--- config.mk ---
export PLATFORM = sky130hd
export DESIGN_NAME = des_key_schedule
export DESIGN_NICKNAME = d
export VERILOG_FILES = /design/src/rtl/dks_pkg.sv /design/src/rtl/dks_front.sv /design/src/rtl/dks_queue.sv /design/src/rtl/dks_back.sv /design/src/rtl/des_key_schedule.sv
export SDC_FILE = /design/constraint.sdc
export NUM_CORES = 1
export LEC_CHECK = 0
export ABC_AREA = 1
export BUFFER_PORTS_ARGS = -buffer_cell sky130_fd_sc_hd__buf_2
export CAP_MARGIN = 20
export CORE_MARGIN = 3
export CORE_UTILIZATION = 45
export DETAILED_ROUTE_END_ITERATION = 16
export PLACE_DENSITY_LB_ADDON = 0.3
export SLEW_MARGIN = 15
export SYNTH_ARGS = -nofsm -noshare
export SYNTH_HDL_FRONTEND = slang
export SYNTH_HIERARCHICAL = 1
export SYNTH_SLANG_ARGS = --single-unit
export TNS_END_PERCENT = 50
--- constraint.sdc ---
create_clock -name clk -period 5.16 [get_ports clk]
set_clock_uncertainty 0.05 [all_clocks]
set_input_delay 0.258 -clock clk [delete_from_list [all_inputs] [get_ports clk]]
set_output_delay 0.258 -clock clk [all_outputs]
set_load 0.02 [all_outputs]
--- src/rtl/dks_pkg.sv ---
// shared constants, types and permutation functions of the des key schedule
`timescale 1ns / 1ps

package dks_pkg;

	localparam int KEY_W       = 64;
	localparam int SUBKEY_W    = 48;
	localparam int HALF_W      = 28;
	localparam int CD_W        = 2 * HALF_W;
	localparam int ROUNDS      = 16;
	localparam int RIDX_W      = $clog2(ROUNDS);
	localparam int QUEUE_DEPTH = 2;

	localparam logic [RIDX_W-1:0] LAST_ROUND = RIDX_W'(ROUNDS - 1);

	// key permutation into c||d, standard bit numbering counted from the msb
	localparam logic [6:0] PC1_TAB [CD_W] = '{
		7'd57, 7'd49, 7'd41, 7'd33, 7'd25, 7'd17, 7'd9,
		7'd1,  7'd58, 7'd50, 7'd42, 7'd34, 7'd26, 7'd18,
		7'd10, 7'd2,  7'd59, 7'd51, 7'd43, 7'd35, 7'd27,
		7'd19, 7'd11, 7'd3,  7'd60, 7'd52, 7'd44, 7'd36,
		7'd63, 7'd55, 7'd47, 7'd39, 7'd31, 7'd23, 7'd15,
		7'd7,  7'd62, 7'd54, 7'd46, 7'd38, 7'd30, 7'd22,
		7'd14, 7'd6,  7'd61, 7'd53, 7'd45, 7'd37, 7'd29,
		7'd21, 7'd13, 7'd5,  7'd28, 7'd20, 7'd12, 7'd4
	};

	// subkey selection over the joined c/d halves
	localparam logic [5:0] PC2_TAB [SUBKEY_W] = '{
		6'd14, 6'd17, 6'd11, 6'd24, 6'd1,  6'd5,
		6'd3,  6'd28, 6'd15, 6'd6,  6'd21, 6'd10,
		6'd23, 6'd19, 6'd12, 6'd4,  6'd26, 6'd8,
		6'd16, 6'd7,  6'd27, 6'd20, 6'd13, 6'd2,
		6'd41, 6'd52, 6'd31, 6'd37, 6'd47, 6'd55,
		6'd30, 6'd40, 6'd51, 6'd45, 6'd33, 6'd48,
		6'd44, 6'd49, 6'd39, 6'd56, 6'd34, 6'd53,
		6'd46, 6'd42, 6'd50, 6'd36, 6'd29, 6'd32
	};

	// bit r set where round r rotates by two, clear where it rotates by one
	localparam logic [ROUNDS-1:0] ROT_TWO = 16'h7EFC;

	typedef struct packed {
		logic [HALF_W-1:0] c;
		logic [HALF_W-1:0] d;
	} cd_t;

	function automatic cd_t pc1(input logic [KEY_W-1:0] key);
		logic [CD_W-1:0] r;
		cd_t             res;
		for (int i = 0; i < CD_W; i++) begin
			r[CD_W-1-i] = key[KEY_W - int'(PC1_TAB[i])];
		end
		res.c = r[CD_W-1:HALF_W];
		res.d = r[HALF_W-1:0];
		return res;
	endfunction

	function automatic logic [SUBKEY_W-1:0] pc2(input cd_t cd);
		logic [CD_W-1:0]     joined;
		logic [SUBKEY_W-1:0] r;
		joined = cd;
		for (int i = 0; i < SUBKEY_W; i++) begin
			r[SUBKEY_W-1-i] = joined[CD_W - int'(PC2_TAB[i])];
		end
		return r;
	endfunction

	function automatic logic [HALF_W-1:0] rotl_half(input logic [HALF_W-1:0] v,
		input logic two);
		return two ? {v[HALF_W-3:0], v[HALF_W-1:HALF_W-2]} : {v[HALF_W-2:0], v[HALF_W-1]};
	endfunction

endpackage

--- src/rtl/dks_front.sv ---
// front end: takes key requests and registers their parity-stripped c/d halves
`timescale 1ns / 1ps

module dks_front import dks_pkg::*; (
	input  logic             clk,
	input  logic             arst_n,
	input  logic             push,
	output logic             full,
	input  logic [KEY_W-1:0] key_word,
	output logic             q_push,
	input  logic             q_full,
	output cd_t              q_wdata
);

	logic valid_s1;
	cd_t  cd_s1;
	logic take;

	// stage may refill while its content moves into the queue
	assign full    = valid_s1 && q_full;
	assign take    = push && !full;
	assign q_push  = valid_s1;
	assign q_wdata = cd_s1;

	always_ff @(posedge clk or negedge arst_n) begin
		if (!arst_n) begin
			valid_s1 <= 1'b0;
		end else if (take) begin
			valid_s1 <= 1'b1;
		end else if (!q_full) begin
			valid_s1 <= 1'b0;
		end
	end

	always_ff @(posedge clk) begin
		if (take) begin
			cd_s1 <= pc1(key_word);
		end
	end

endmodule

--- src/rtl/dks_queue.sv ---
// short queue of key halves between the front and back ends
`timescale 1ns / 1ps

module dks_queue import dks_pkg::*; #(
	parameter int Depth = QUEUE_DEPTH
) (
	input  logic clk,
	input  logic arst_n,
	input  logic push,
	input  cd_t  wdata,
	output logic full,
	input  logic pop,
	output cd_t  rdata,
	output logic empty
);

	localparam int PtrW = (Depth > 1) ? $clog2(Depth) : 1;
	localparam int CntW = $clog2(Depth + 1);

	cd_t             mem_q [Depth];
	logic [PtrW-1:0] wptr_q;
	logic [PtrW-1:0] rptr_q;
	logic [CntW-1:0] count_q;
	logic            do_push;
	logic            do_pop;

	assign full    = count_q == CntW'(Depth);
	assign empty   = count_q == '0;
	assign do_push = push && !full;
	assign do_pop  = pop && !empty;
	assign rdata   = mem_q[rptr_q];

	function automatic logic [PtrW-1:0] next_ptr(input logic [PtrW-1:0] p);
		return (p == PtrW'(Depth - 1)) ? '0 : p + 1'b1;
	endfunction

	always_ff @(posedge clk or negedge arst_n) begin
		if (!arst_n) begin
			wptr_q  <= '0;
			rptr_q  <= '0;
			count_q <= '0;
		end else begin
			if (do_push) begin
				wptr_q <= next_ptr(wptr_q);
			end
			if (do_pop) begin
				rptr_q <= next_ptr(rptr_q);
			end
			if (do_push && !do_pop) begin
				count_q <= count_q + 1'b1;
			end else if (do_pop && !do_push) begin
				count_q <= count_q - 1'b1;
			end
		end
	end

	always_ff @(posedge clk) begin
		if (do_push) begin
			mem_q[wptr_q] <= wdata;
		end
	end

endmodule

--- src/rtl/dks_back.sv ---
// back end: round engine that rotates the halves and registers each subkey
`timescale 1ns / 1ps

module dks_back import dks_pkg::*; (
	input  logic                clk,
	input  logic                arst_n,
	input  logic                q_empty,
	output logic                q_pop,
	input  cd_t                 q_rdata,
	output logic                empty,
	input  logic                pop,
	output logic [SUBKEY_W-1:0] subkey,
	output logic [RIDX_W-1:0]   round_index,
	output logic                last
);

	logic                busy_q;
	logic [RIDX_W-1:0]   round_q;
	cd_t                 cd_q;
	logic                out_valid_q;
	logic [SUBKEY_W-1:0] subkey_q;
	logic [RIDX_W-1:0]   ridx_q;
	logic                last_q;
	logic                step;
	logic                final_step;
	logic                load;
	cd_t                 cd_next;

	assign step       = busy_q && (!out_valid_q || pop);
	assign final_step = step && (round_q == LAST_ROUND);
	assign load       = (!busy_q || final_step) && !q_empty;
	assign q_pop      = load;

	assign cd_next.c = rotl_half(cd_q.c, ROT_TWO[round_q]);
	assign cd_next.d = rotl_half(cd_q.d, ROT_TWO[round_q]);

	assign empty       = !out_valid_q;
	assign subkey      = subkey_q;
	assign round_index = ridx_q;
	assign last        = last_q;

	always_ff @(posedge clk or negedge arst_n) begin
		if (!arst_n) begin
			busy_q      <= 1'b0;
			round_q     <= '0;
			out_valid_q <= 1'b0;
		end else begin
			if (load) begin
				busy_q  <= 1'b1;
				round_q <= '0;
			end else if (step) begin
				busy_q  <= !final_step;
				round_q <= round_q + 1'b1;
			end
			if (step) begin
				out_valid_q <= 1'b1;
			end else if (pop) begin
				out_valid_q <= 1'b0;
			end
		end
	end

	always_ff @(posedge clk) begin
		if (load) begin
			cd_q <= q_rdata;
		end else if (step) begin
			cd_q <= cd_next;
		end
		if (step) begin
			subkey_q <= pc2(cd_next);
			ridx_q   <= round_q;
			last_q   <= round_q == LAST_ROUND;
		end
	end

endmodule

--- src/rtl/des_key_schedule.sv ---
// top level of the des key schedule: front end, key queue and round engine
`timescale 1ns / 1ps

//  channel   direction  handshake          payload
//  key       in         push / full        key_word[63:0]
//  subkey    out        pop / empty        subkey[47:0], round_index[3:0], last
//
//  one subkey per cycle while pop takes them; the engine loads the next queued key
//  on its last round step, so the subkeys of consecutive keys follow without a gap
//  with the engine idle, a key's first subkey passes the front stage, the queue,
//  the c/d register and the subkey register; asynchronous active-low reset empties
//  the front stage, queue and engine; pop held low stalls only the engine, and the
//  front stage and queue keep taking keys until QueueDepth + 1 keys wait

module des_key_schedule import dks_pkg::*; #(
	parameter int QueueDepth = QUEUE_DEPTH
) (
	input  logic                clk,
	input  logic                arst_n,
	input  logic                push,
	output logic                full,
	input  logic [KEY_W-1:0]    key_word,
	output logic                empty,
	input  logic                pop,
	output logic [SUBKEY_W-1:0] subkey,
	output logic [RIDX_W-1:0]   round_index,
	output logic                last
);

	// front to queue
	logic q_push;
	logic q_full;
	cd_t  q_wdata;

	// queue to back
	logic q_pop;
	logic q_empty;
	cd_t  q_rdata;

	// key permutation on the incoming key request, one register stage
	dks_front u_front (
		.clk      (clk),
		.arst_n   (arst_n),
		.push     (push),
		.full     (full),
		.key_word (key_word),
		.q_push   (q_push),
		.q_full   (q_full),
		.q_wdata  (q_wdata)
	);

	// decouples key intake from the round engine
	dks_queue #(
		.Depth (QueueDepth)
	) u_queue (
		.clk    (clk),
		.arst_n (arst_n),
		.push   (q_push),
		.wdata  (q_wdata),
		.full   (q_full),
		.pop    (q_pop),
		.rdata  (q_rdata),
		.empty  (q_empty)
	);

	// rotations, subkey selection and the result register
	dks_back u_back (
		.clk         (clk),
		.arst_n      (arst_n),
		.q_empty     (q_empty),
		.q_pop       (q_pop),
		.q_rdata     (q_rdata),
		.empty       (empty),
		.pop         (pop),
		.subkey      (subkey),
		.round_index (round_index),
		.last        (last)
	);

endmodule

; ---- Word level (Yosys, flattened, before mapping)
; Memories as Yosys holds them, arrays and structs flattened.
; Index checks and enable logic that the tools add are counted.
; Widths: inputs -> output; s select.
[totals]
ff_bits = 176
ramBits = 112
mem_bits_ro = 16
inputBits = 68
mem_count = 2
[classes]
addsub = 5
magnitude_cmp = 1
n_eq_ne = 3
n_mux = 19
reduce_logical = 23
[memory_table]
columns = memory, depth, width, rd, rd_clocked_by_memory_dff, wr, line_no
row1 = u_queue.mem_q, 2, 56, 1, 0, 1, dks_queue.sv:20  ; cd_t mem_q [Depth];
row2 = (no name shown), 16, 1, 1, 0, 0, dks_back.sv:34  ; assign cd_next.c = rotl_half(cd_q.c, ROT_TWO[round_q]);
[op_table]
columns = cell, count
row1 = $mux 56, 2
row2 = $mux 28, 2
row3 = $mux 1, 11
row4 = $logic_and 1x1->1, 9
row5 = $logic_not 1->1, 8
row6 = $mux 4, 2
row7 = $reduce_bool 2->1, 3
row8 = $lt 4x5->1 const B, 1
row9 = $add 4x1->4 const B, 1
row10 = $eq 4x4->1 const B, 1
row11 = $mux 2, 2
row12 = $add 1x1->1 const B, 2
row13 = $add 2x1->2 const B, 1
row14 = $eq 2x2->1 const B, 1
row15 = $logic_not 2->1, 1
row16 = $logic_or 1x1->1, 2
row17 = $ne 2x2->1 const B, 1
row18 = $sub 2x1->2 const B, 1

; ---- Longest topological paths before layout
; Gate-level depths: netlist of the first run.
[depth]
ltp_word = 10
ltp_mapped = 15
mapped_depth_nobuf = 14

; ---- Hierarchy
; Netlist of the first run, hierarchy kept.
[by_module_without_submodules]
columns = module, n_inst, cells_per_inst, area_per_inst_um2, seq_area_each_um2
row1 = dks_back, 1, 578, 5590.4, 3423.3
row2 = dks_queue, 1, 324, 4295.4, 3463.3
row3 = dks_front, 1, 62, 1726.7, 1706.6

; ---- Worst setup path after synthesis of the first run
; Ideal clock, no wire load.
[synth_timing]
path_type = register to register
start = register u_queue.count_q[1]
end = register u_front.cd_s1, in the netlist u_front/q_wdata[0], enable pin
setup_time_ns = 0.488
arrival_ns = 3.260
slack_ns = 1.362
stages_incl_launch_ff = 4
n_path_buf = 0
synth_period_minus_slack_ns = 3.798
path_cell_list = dfrtp_1 -> inv_1 -> nor2_1 -> a21oi_1
[synth_between]
elab_chain_cells = 4
[synth_rtl]
columns = element, line_no
row1 = start: declaration, dks_queue.sv:23  ; logic [CntW-1:0] count_q;
row2 = start signal: assignment, dks_queue.sv:50  ; count_q <= count_q + 1'b1;
row3 = start signal: assignment, dks_queue.sv:52  ; count_q <= count_q - 1'b1;
row4 = $eq 2x2->1, dks_queue.sv:27  ; assign full = count_q == CntW'(Depth);
row5 = net q_full, des_key_schedule.sv:32  ; logic q_full;
row6 = $logic_and 1x1->1, dks_front.sv:20  ; assign full = valid_s1 && q_full;
row7 = $logic_not 1->1, dks_front.sv:21  ; assign take = push && !full;
row8 = $logic_and 1x1->1, dks_front.sv:21
row9 = net u_front.take, dks_front.sv:17  ; logic take;
row10 = end signal: assignment, dks_front.sv:37  ; cd_s1 <= pc1(key_word);
row11 = end: declaration, dks_front.sv:16  ; cd_t cd_s1;
; The timed path passes the listed nets, and every way through them passes these cells.
; A chain may end at the register's enable or synchronous reset.

; ---- Final worst setup path of the first run
[layout_timing]
start = register u_back.round_q[0]
end = register u_back/cd_q[16] in the netlist's numbering (data pin)
[layout_between]
elab_chain_cells = 5
word_cells_on_any_way = 9
[layout_rtl]
columns = element, line_no
row1 = start: declaration, dks_back.sv:18  ; logic [RIDX_W-1:0] round_q;
row2 = start signal: assignment, dks_back.sv:53  ; round_q <= round_q + 1'b1;
row3 = $mem_v2 16x1 or $eq 4x4->1 (tied branches), n/a
row4 = $mux 1 (implied by the code) or $logic_and 1x1->1 (tied branches), "dks_back.sv:35, dks_back.sv:30"
row5 = $mux 28 or $logic_or 1x1->1 (tied branches), "dks_pkg.sv:71, dks_back.sv:31"
row6 = $mux 56 or $logic_and 1x1->1 (tied branches), "dks_back.sv:66, dks_back.sv:31"
row7 = $mux 56 (*), dks_back.sv:64  ; if (load) begin
row8 = end signal: assignment, dks_back.sv:65  ; cd_q <= q_rdata;
row9 = end signal: assignment, dks_back.sv:67  ; cd_q <= cd_next;
row10 = end: declaration, dks_back.sv:19  ; cd_t cd_q;
; Every way passes the cells marked *; elsewhere a longest branch is shown, timed or not. The select of a mux whose other input is x is not followed.

==> results of run 1 <==
flip-flops by register name (all words and copies together) (netlist names):
name	flops
u_back/busy_q	1
u_back/cd_q	56
u_back/last	1
u_back/out_valid_q	1
u_back/round_index	4
u_back/round_q	4
u_back/subkey	48
u_front/q_push	1
u_front/q_wdata	56
u_queue/count_q	2
u_queue/mem_q	112
u_queue/rptr_q	1
u_queue/wptr_q	1
layout make-up:
class / instances / area (um^2)
flip-flops and latches: 288 / 8590
fillers: 2094 / 11200
well taps: 330 / 413
multi-input cells: 551 / 2500
clock buffers: 37 / 786
clock inverters: 15 / 204
inverters: 77 / 289
repair buffers: 184 / 1260
power by group through the flow:
stage | Sequential (mW) | Combinational, mW | Clock, mW
after floorplan | 4.30 | 1.88 | 0
after global placement | 4.01 | 2.94 | 0
after detailed placement | 4.03 | 3.00 | 0
after CTS | 3.98 | 3.05 | 2.20
after global routing | 4.05 | 3.43 | 2.29
final | 3.98 | 3.02 | 2.14
worst max-delay path: cells and delay by family (launching register included):
family,cells,cell delay (ns)
adders and majority gates,1,0.22
buffers and inverters,3,1.05
DFF,1,0.41
and+or+nand+nor,5,0.85
cells by family after synthesis:
kind of cell,Yosys count,synth area share
XOR/XNOR,2,0.00151
buffers and inverters,125,0.0474
flip-flops,288,0.740
AO/OA/AOI/OAI,6,0.00259
AND/OR/NAND/NOR,540,0.205
adder cells (fa/ha/maj),3,0.00323
worst paths after layout:
path                            cells after the start                           from                             to
worst min-delay path                                2                         arst_n     u_front/q_push$_DFFE_PN0P_
max in group asynchronous                           2                         arst_n  u_back/round_q[2]$_DFFE_PN0P_
worst max-delay path                                9  u_back/round_q[0]$_DFFE_PN0P_      u_back/cd_q[16]$_DFFE_PP_
worst min register to register                      0   u_front/q_wdata[2]$_DFFE_PP_  u_queue/mem_q[1][2]$_DFFE_PP_
worst max register to register                      9  u_back/round_q[0]$_DFFE_PN0P_      u_back/cd_q[16]$_DFFE_PP_
min in group clk                                    2                   key_word[30]  u_front/q_wdata[44]$_DFFE_PP_
cells in the mapped netlist:
| cell | count |
|---|---|
| nand2_1 | 360 |
| edfxtp_1 | 277 |
| inv_1 | 75 |
| nand3_1 | 62 |
| nand4_1 | 57 |
| and2_1 | 48 |
| buf_2 | 32 |
| dfrtp_1 | 11 |
| nor2_1 | 9 |
| clkbuf_1 | 6 |
| buf_4 | 5 |
| o21ai_0 | 4 |
| buf_6 | 3 |
| ha_1 | 3 |
| a21oi_1 | 2 |
| buf_1 | 2 |
| inv_2 | 2 |
| nand2_2 | 1 |
| nand2_4 | 1 |
| nand3b_1 | 1 |
| nor2_2 | 1 |
| xnor2_1 | 1 |
| xor2_1 | 1 |
timing repair:
item	4_1_cts	5_1_grt
hold buffers	59	0
resized for setup	0	0
endpoints found under the setup margin	0	0
hold endpoints to repair	69	0
stage by stage:
step / hold WS, ns / instance area, um^2 / total power [mW] / utilization
final: 0.0965 / 14000 / 9.14 / 0.556
after global routing: 0.114 / 14000 / 9.78 / 0.556
after CTS: 0.0839 / 14000 / 9.23 / 0.556
after detailed placement: 0.123 / 12500 / 7.03 / 0.494
after global placement: 0.122 / 12400 / 6.95 / 0.493
after floorplan: -0.0876 / 11600 / 6.18 / -
layer usage:
layer	vias up	global-route usage
li1	3611	-
met1	3226	0.239
met2	202	0.233
met3	31	0.0275
met4	0	0.0391
met5	-	0
==> results.ini, run 1 <==
[clock_tree]
cts_sinks = 288
cts_tree = done
ctsLongestPathBuffers = 3
cts_made_buffers = 28
cts.reportedPaths.clkPinSlew_ns = 0.06
clk_latency_ns = 0.54
htreeDepth = 1
root_buffer = clkbuf_16
post_cts_buffers = 0

[layout]
stdcell_count = 1482
drive_gt1_frac = 0.160
syn2layout_area_growth_pct = 21.0
final_common_cell = nand2_1
final_cell_mix = nand2_1 (359), edfxtp_1 (277), buf_2 (114)
final_nets = 1201
n_antenna_cell = 0

[detailed_routing]
antenna_left = 0
drt_iter0_markers = 749
firstDrtPassIters = 5
wl_met1_um = 10600
met3WireLength_um = 1340
wl_per_cell_um = 14.8
highest_layer = met4
drt_wl_total_um = 21900
viasPerCell = 4.77
drc = 0
via_count = 7070
wl_met2_um = 9480

[setup_path]
worstSetupEndpointType = flop
rrSetupSlack_ns = 2.41
worstPathArrival_ns = 3.09
cp_max_fo = 57
cp_slowest_cell = buf_4
cp_cell_sequence = inv_1 > ha_1 > nand3_2 > buf_4 > nand3_2 > buf_4 > nand2_1 > nand3_1 > nand2_1
required_ns = 5.50
worstSetupPathType = reg -> reg
max_stage_delay_ns = 0.54
start_kind = flop

[yosys]
yosysSeqAreaShare = 0.740
yosys_register_bits = 288
synth_top_area_cell = edfxtp_1
netlist_area_um2 = 11600
synth_area_leaders = edfxtp_1 (72%), nand2_1 (12%), nand4_1 (3.1%)
synth_cell_types = 23
syn_area_per_cell_um2 = 12.0
synth_nets = 1035
synth_cells = 964
synth_warnings = 6
yosysTopAreaCellShare = 0.716

[power]
p_leak_nw = 5.83
switchingPower_mw = 3.10
p_clk_frac = 0.234
p_seq_frac = 0.435
ir_drop_uv = 308
intPower_mw = 6.04
power_density_nw_per_um2 = 651
power.switching_fraction = 0.339
comb_power_share = 0.331

[sta]
setup_viol = 0
final-hold-violation-count = 0
max_freq_mhz = 364
grt_setup_unrepaired = no
post-route-period-util = 0.533
tns_ns = 0
worst_pin_slew_ns = 1.06
slew_headroom = 0.293
fin_crit_ns = 2.75
fin_ws_ns = 2.41
finalMaxSlewViolations = 0

[global_routing]
grt_usage = 0.156
overflow = 0
grt_pass1_wl_um = 35100
grt_pass1_vias = 6473
grt_max_degree = 61
antenna_found_initial = 0

[placed_design]
dpl_worst_slack_ns = 2.47
hpwl_um = 13400
dp.cells = 1371
portBuffers = 114
gp_congestion = 0.807

[die]
core_area_um2 = 25300
die_area_um2 = 27800
rows = 58
die_h_um = 167
io_pins = 123
start_util = 0.460
die_x_um = 167

[run_status]
status = finished clean

[flow_run]
cap_violations = 0

[min_path]
holdCritPathClass = in -> async

Note: power is estimated with default switching activity, not from simulation.
==> run 2, diff against run 1 <==
==> constraint.sdc (replaced) <==
create_clock -name clk -period 2.8 [get_ports clk]
set_clock_uncertainty 0.05 [all_clocks]
set_input_delay 0.14 -clock clk [delete_from_list [all_inputs] [get_ports clk]]
set_output_delay 0.14 -clock clk [all_outputs]
set_load 0.02 [all_outputs]
==> run 2 against run 1 <==
Net effect: worst setup slack worse by 1.9 ns; clock-buffer cell count shrank 4; critical path depth fell by 1; wire length up 1.1%; sequential cell count did not move; die area stayed put; non-clock buffer count rose by 8; global-route usage increased by 0.40 points; cell area is 0.29% higher; clock power grew 76%; largest power group unchanged.
==> results.ini, run 2 (synthesized netlist as in run 1, its figures left out) <==
[setup_path]
required_ns = 2.90
cp_max_fo = 56
worstPathArrival_ns = 2.37
start_kind = flop
worstSetupEndpointType = flop
worstSetupPathType = reg -> reg

[detailed_routing]
antenna_left = 0
drt_iter0_markers = 680
drt_wl_total_um = 22100
viasPerCell = 4.86
via_count = 7247
firstDrtPassIters = 6
wl_per_cell_um = 14.9
drc = 0

[die]
die_area_um2 = 27800
die_h_um = 167
core_area_um2 = 25300
rows = 58
start_util = 0.460
io_pins = 123
die_x_um = 167

[layout]
final_cell_mix = nand2_1 (359), edfxtp_1 (277), buf_2 (114)
top_register = u_queue/mem_q
stdcell_count = 1490
syn2layout_area_growth_pct = 21.3
drive_gt1_frac = 0.167
final_nets = 1210
final_common_cell = nand2_1
postLayoutCoreUtil = 0.558
fillers = 2136
n_antenna_cell = 0
largest_reg_flops = 112

[global_routing]
antenna_found_initial = 0
grt_usage = 0.160
grt_max_degree = 58
grt_pass1_wl_um = 36400
overflow = 0
grt_pass1_vias = 6890

[placed_design]
dpl_worst_slack_ns = 0.546
gp_congestion = 0.763
dp.cells = 1378
hpwl_um = 13700
portBuffers = 114

[clock_tree]
ctsResizeCount = 0
cts_sinks = 288
cts.reportedPaths.clkPinSlew_ns = 0.06
cts_tree = done
ctsLongestPathBuffers = 3
hold_buffers = 60
cts_made_buffers = 29
clk_latency_ns = 0.53
root_buffer = clkbuf_16
post_cts_buffers = 0
htreeDepth = 1

[power]
ir_drop_uv = 544
p_leak_nw = 5.85
power_mw = 16.8
power_density_nw_per_um2 = 1190

[sta]
setup_viol = 0
slew_headroom = 0.514
fin_crit_ns = 2.27
tns_ns = 0
finalMaxSlewViolations = 0
final-hold-violation-count = 0
grt_setup_unrepaired = no
max_freq_mhz = 441
post-route-period-util = 0.810
fin_ws_ns = 0.532
worst_pin_slew_ns = 0.729

[flow_run]
cap_violations = 0

[run_status]
status = finished clean

[min_path]
holdCritPathClass = in -> reg

-- run 2: cell count changes in the layout (fill, tap and decap cells not counted), sizes merged --
cell	before	now
buf	125	132
clkinv	8	12
clkinvlp	2	4
clkbuf	37	33
bufinv	5	3
dlygate4sd3	59	60
-- run 2: stage by stage --
step / area, um^2 / hold slack (ns)
6_report: 14100 / 0.264
5_1_grt: 14100 / 0.253
4_1_cts: 14100 / 0.238
3_5_place_dp: 12500 / 0.000296
3_3_place_gp: 12500 / -0.00240
2_1_floorplan: 11600 / -0.206
-- run 2: layer usage --
metal	share of wire	global-route usage
met1	0.47	0.248
met2	0.43	0.233
met3	0.071	0.0280
met4	0.024	0.0445
met5	0	0
-- run 2: area by class of cell --
cell class                      count  area (um^2)  share of cell area
Inverter                           77          289              0.0205
Tap cell                          330          413              0.0293
Clock buffer                       33          761              0.0540
Multi-Input combinational cell    551         2500               0.178
Timing Repair Buffer              192         1340              0.0954
Sequential cell                   288         8590               0.610
Clock inverter                     19          183              0.0130
-- run 2: report_power, final --
group	internal (mW)	leakage, nW	switching, mW	total [mW]
logic	1.85	2.62	3.83	5.68
clock network	2.22	0.462	1.54	3.76
registers	6.92	2.77	0.404	7.32
-- run 2: path summary, 6_finish.rpt --
| check | slack, ns | start | cells past startpoint | endpoint |
|---|---|---|---|---|
| setup reg to reg | 0.53 | u_back/round_q[1]$_DFFE_PN0P_ | 8 | u_back/cd_q[12]$_DFFE_PP_ |
| hold / removal | 0.26 | key_word[47] | 2 | u_front/q_wdata[50]$_DFFE_PP_ |
| setup / recovery | 0.53 | u_back/round_q[1]$_DFFE_PN0P_ | 8 | u_back/cd_q[12]$_DFFE_PP_ |
| hold reg to reg | 0.39 | u_front/q_wdata[25]$_DFFE_PP_ | 0 | u_queue/mem_q[1][25]$_DFFE_PP_ |
| min in group asynchronous | 0.65 | arst_n | 3 | u_queue/rptr_q$_DFFE_PN0P_ |
| max in group asynchronous | 1.64 | arst_n | 3 | u_queue/count_q[0]$_DFFE_PN0P_ |
-- run 2: worst max-delay path: stages, from the launching register on --
cell and delay [ns]:
dfrtp_1 0.42, ha_1 0.23, inv_1 0.08, nor2_2 0.13, nand2_1 0.08, nand2_2 0.09
nand2_4 0.13, nand2_2 0.08, buf_4 0.58
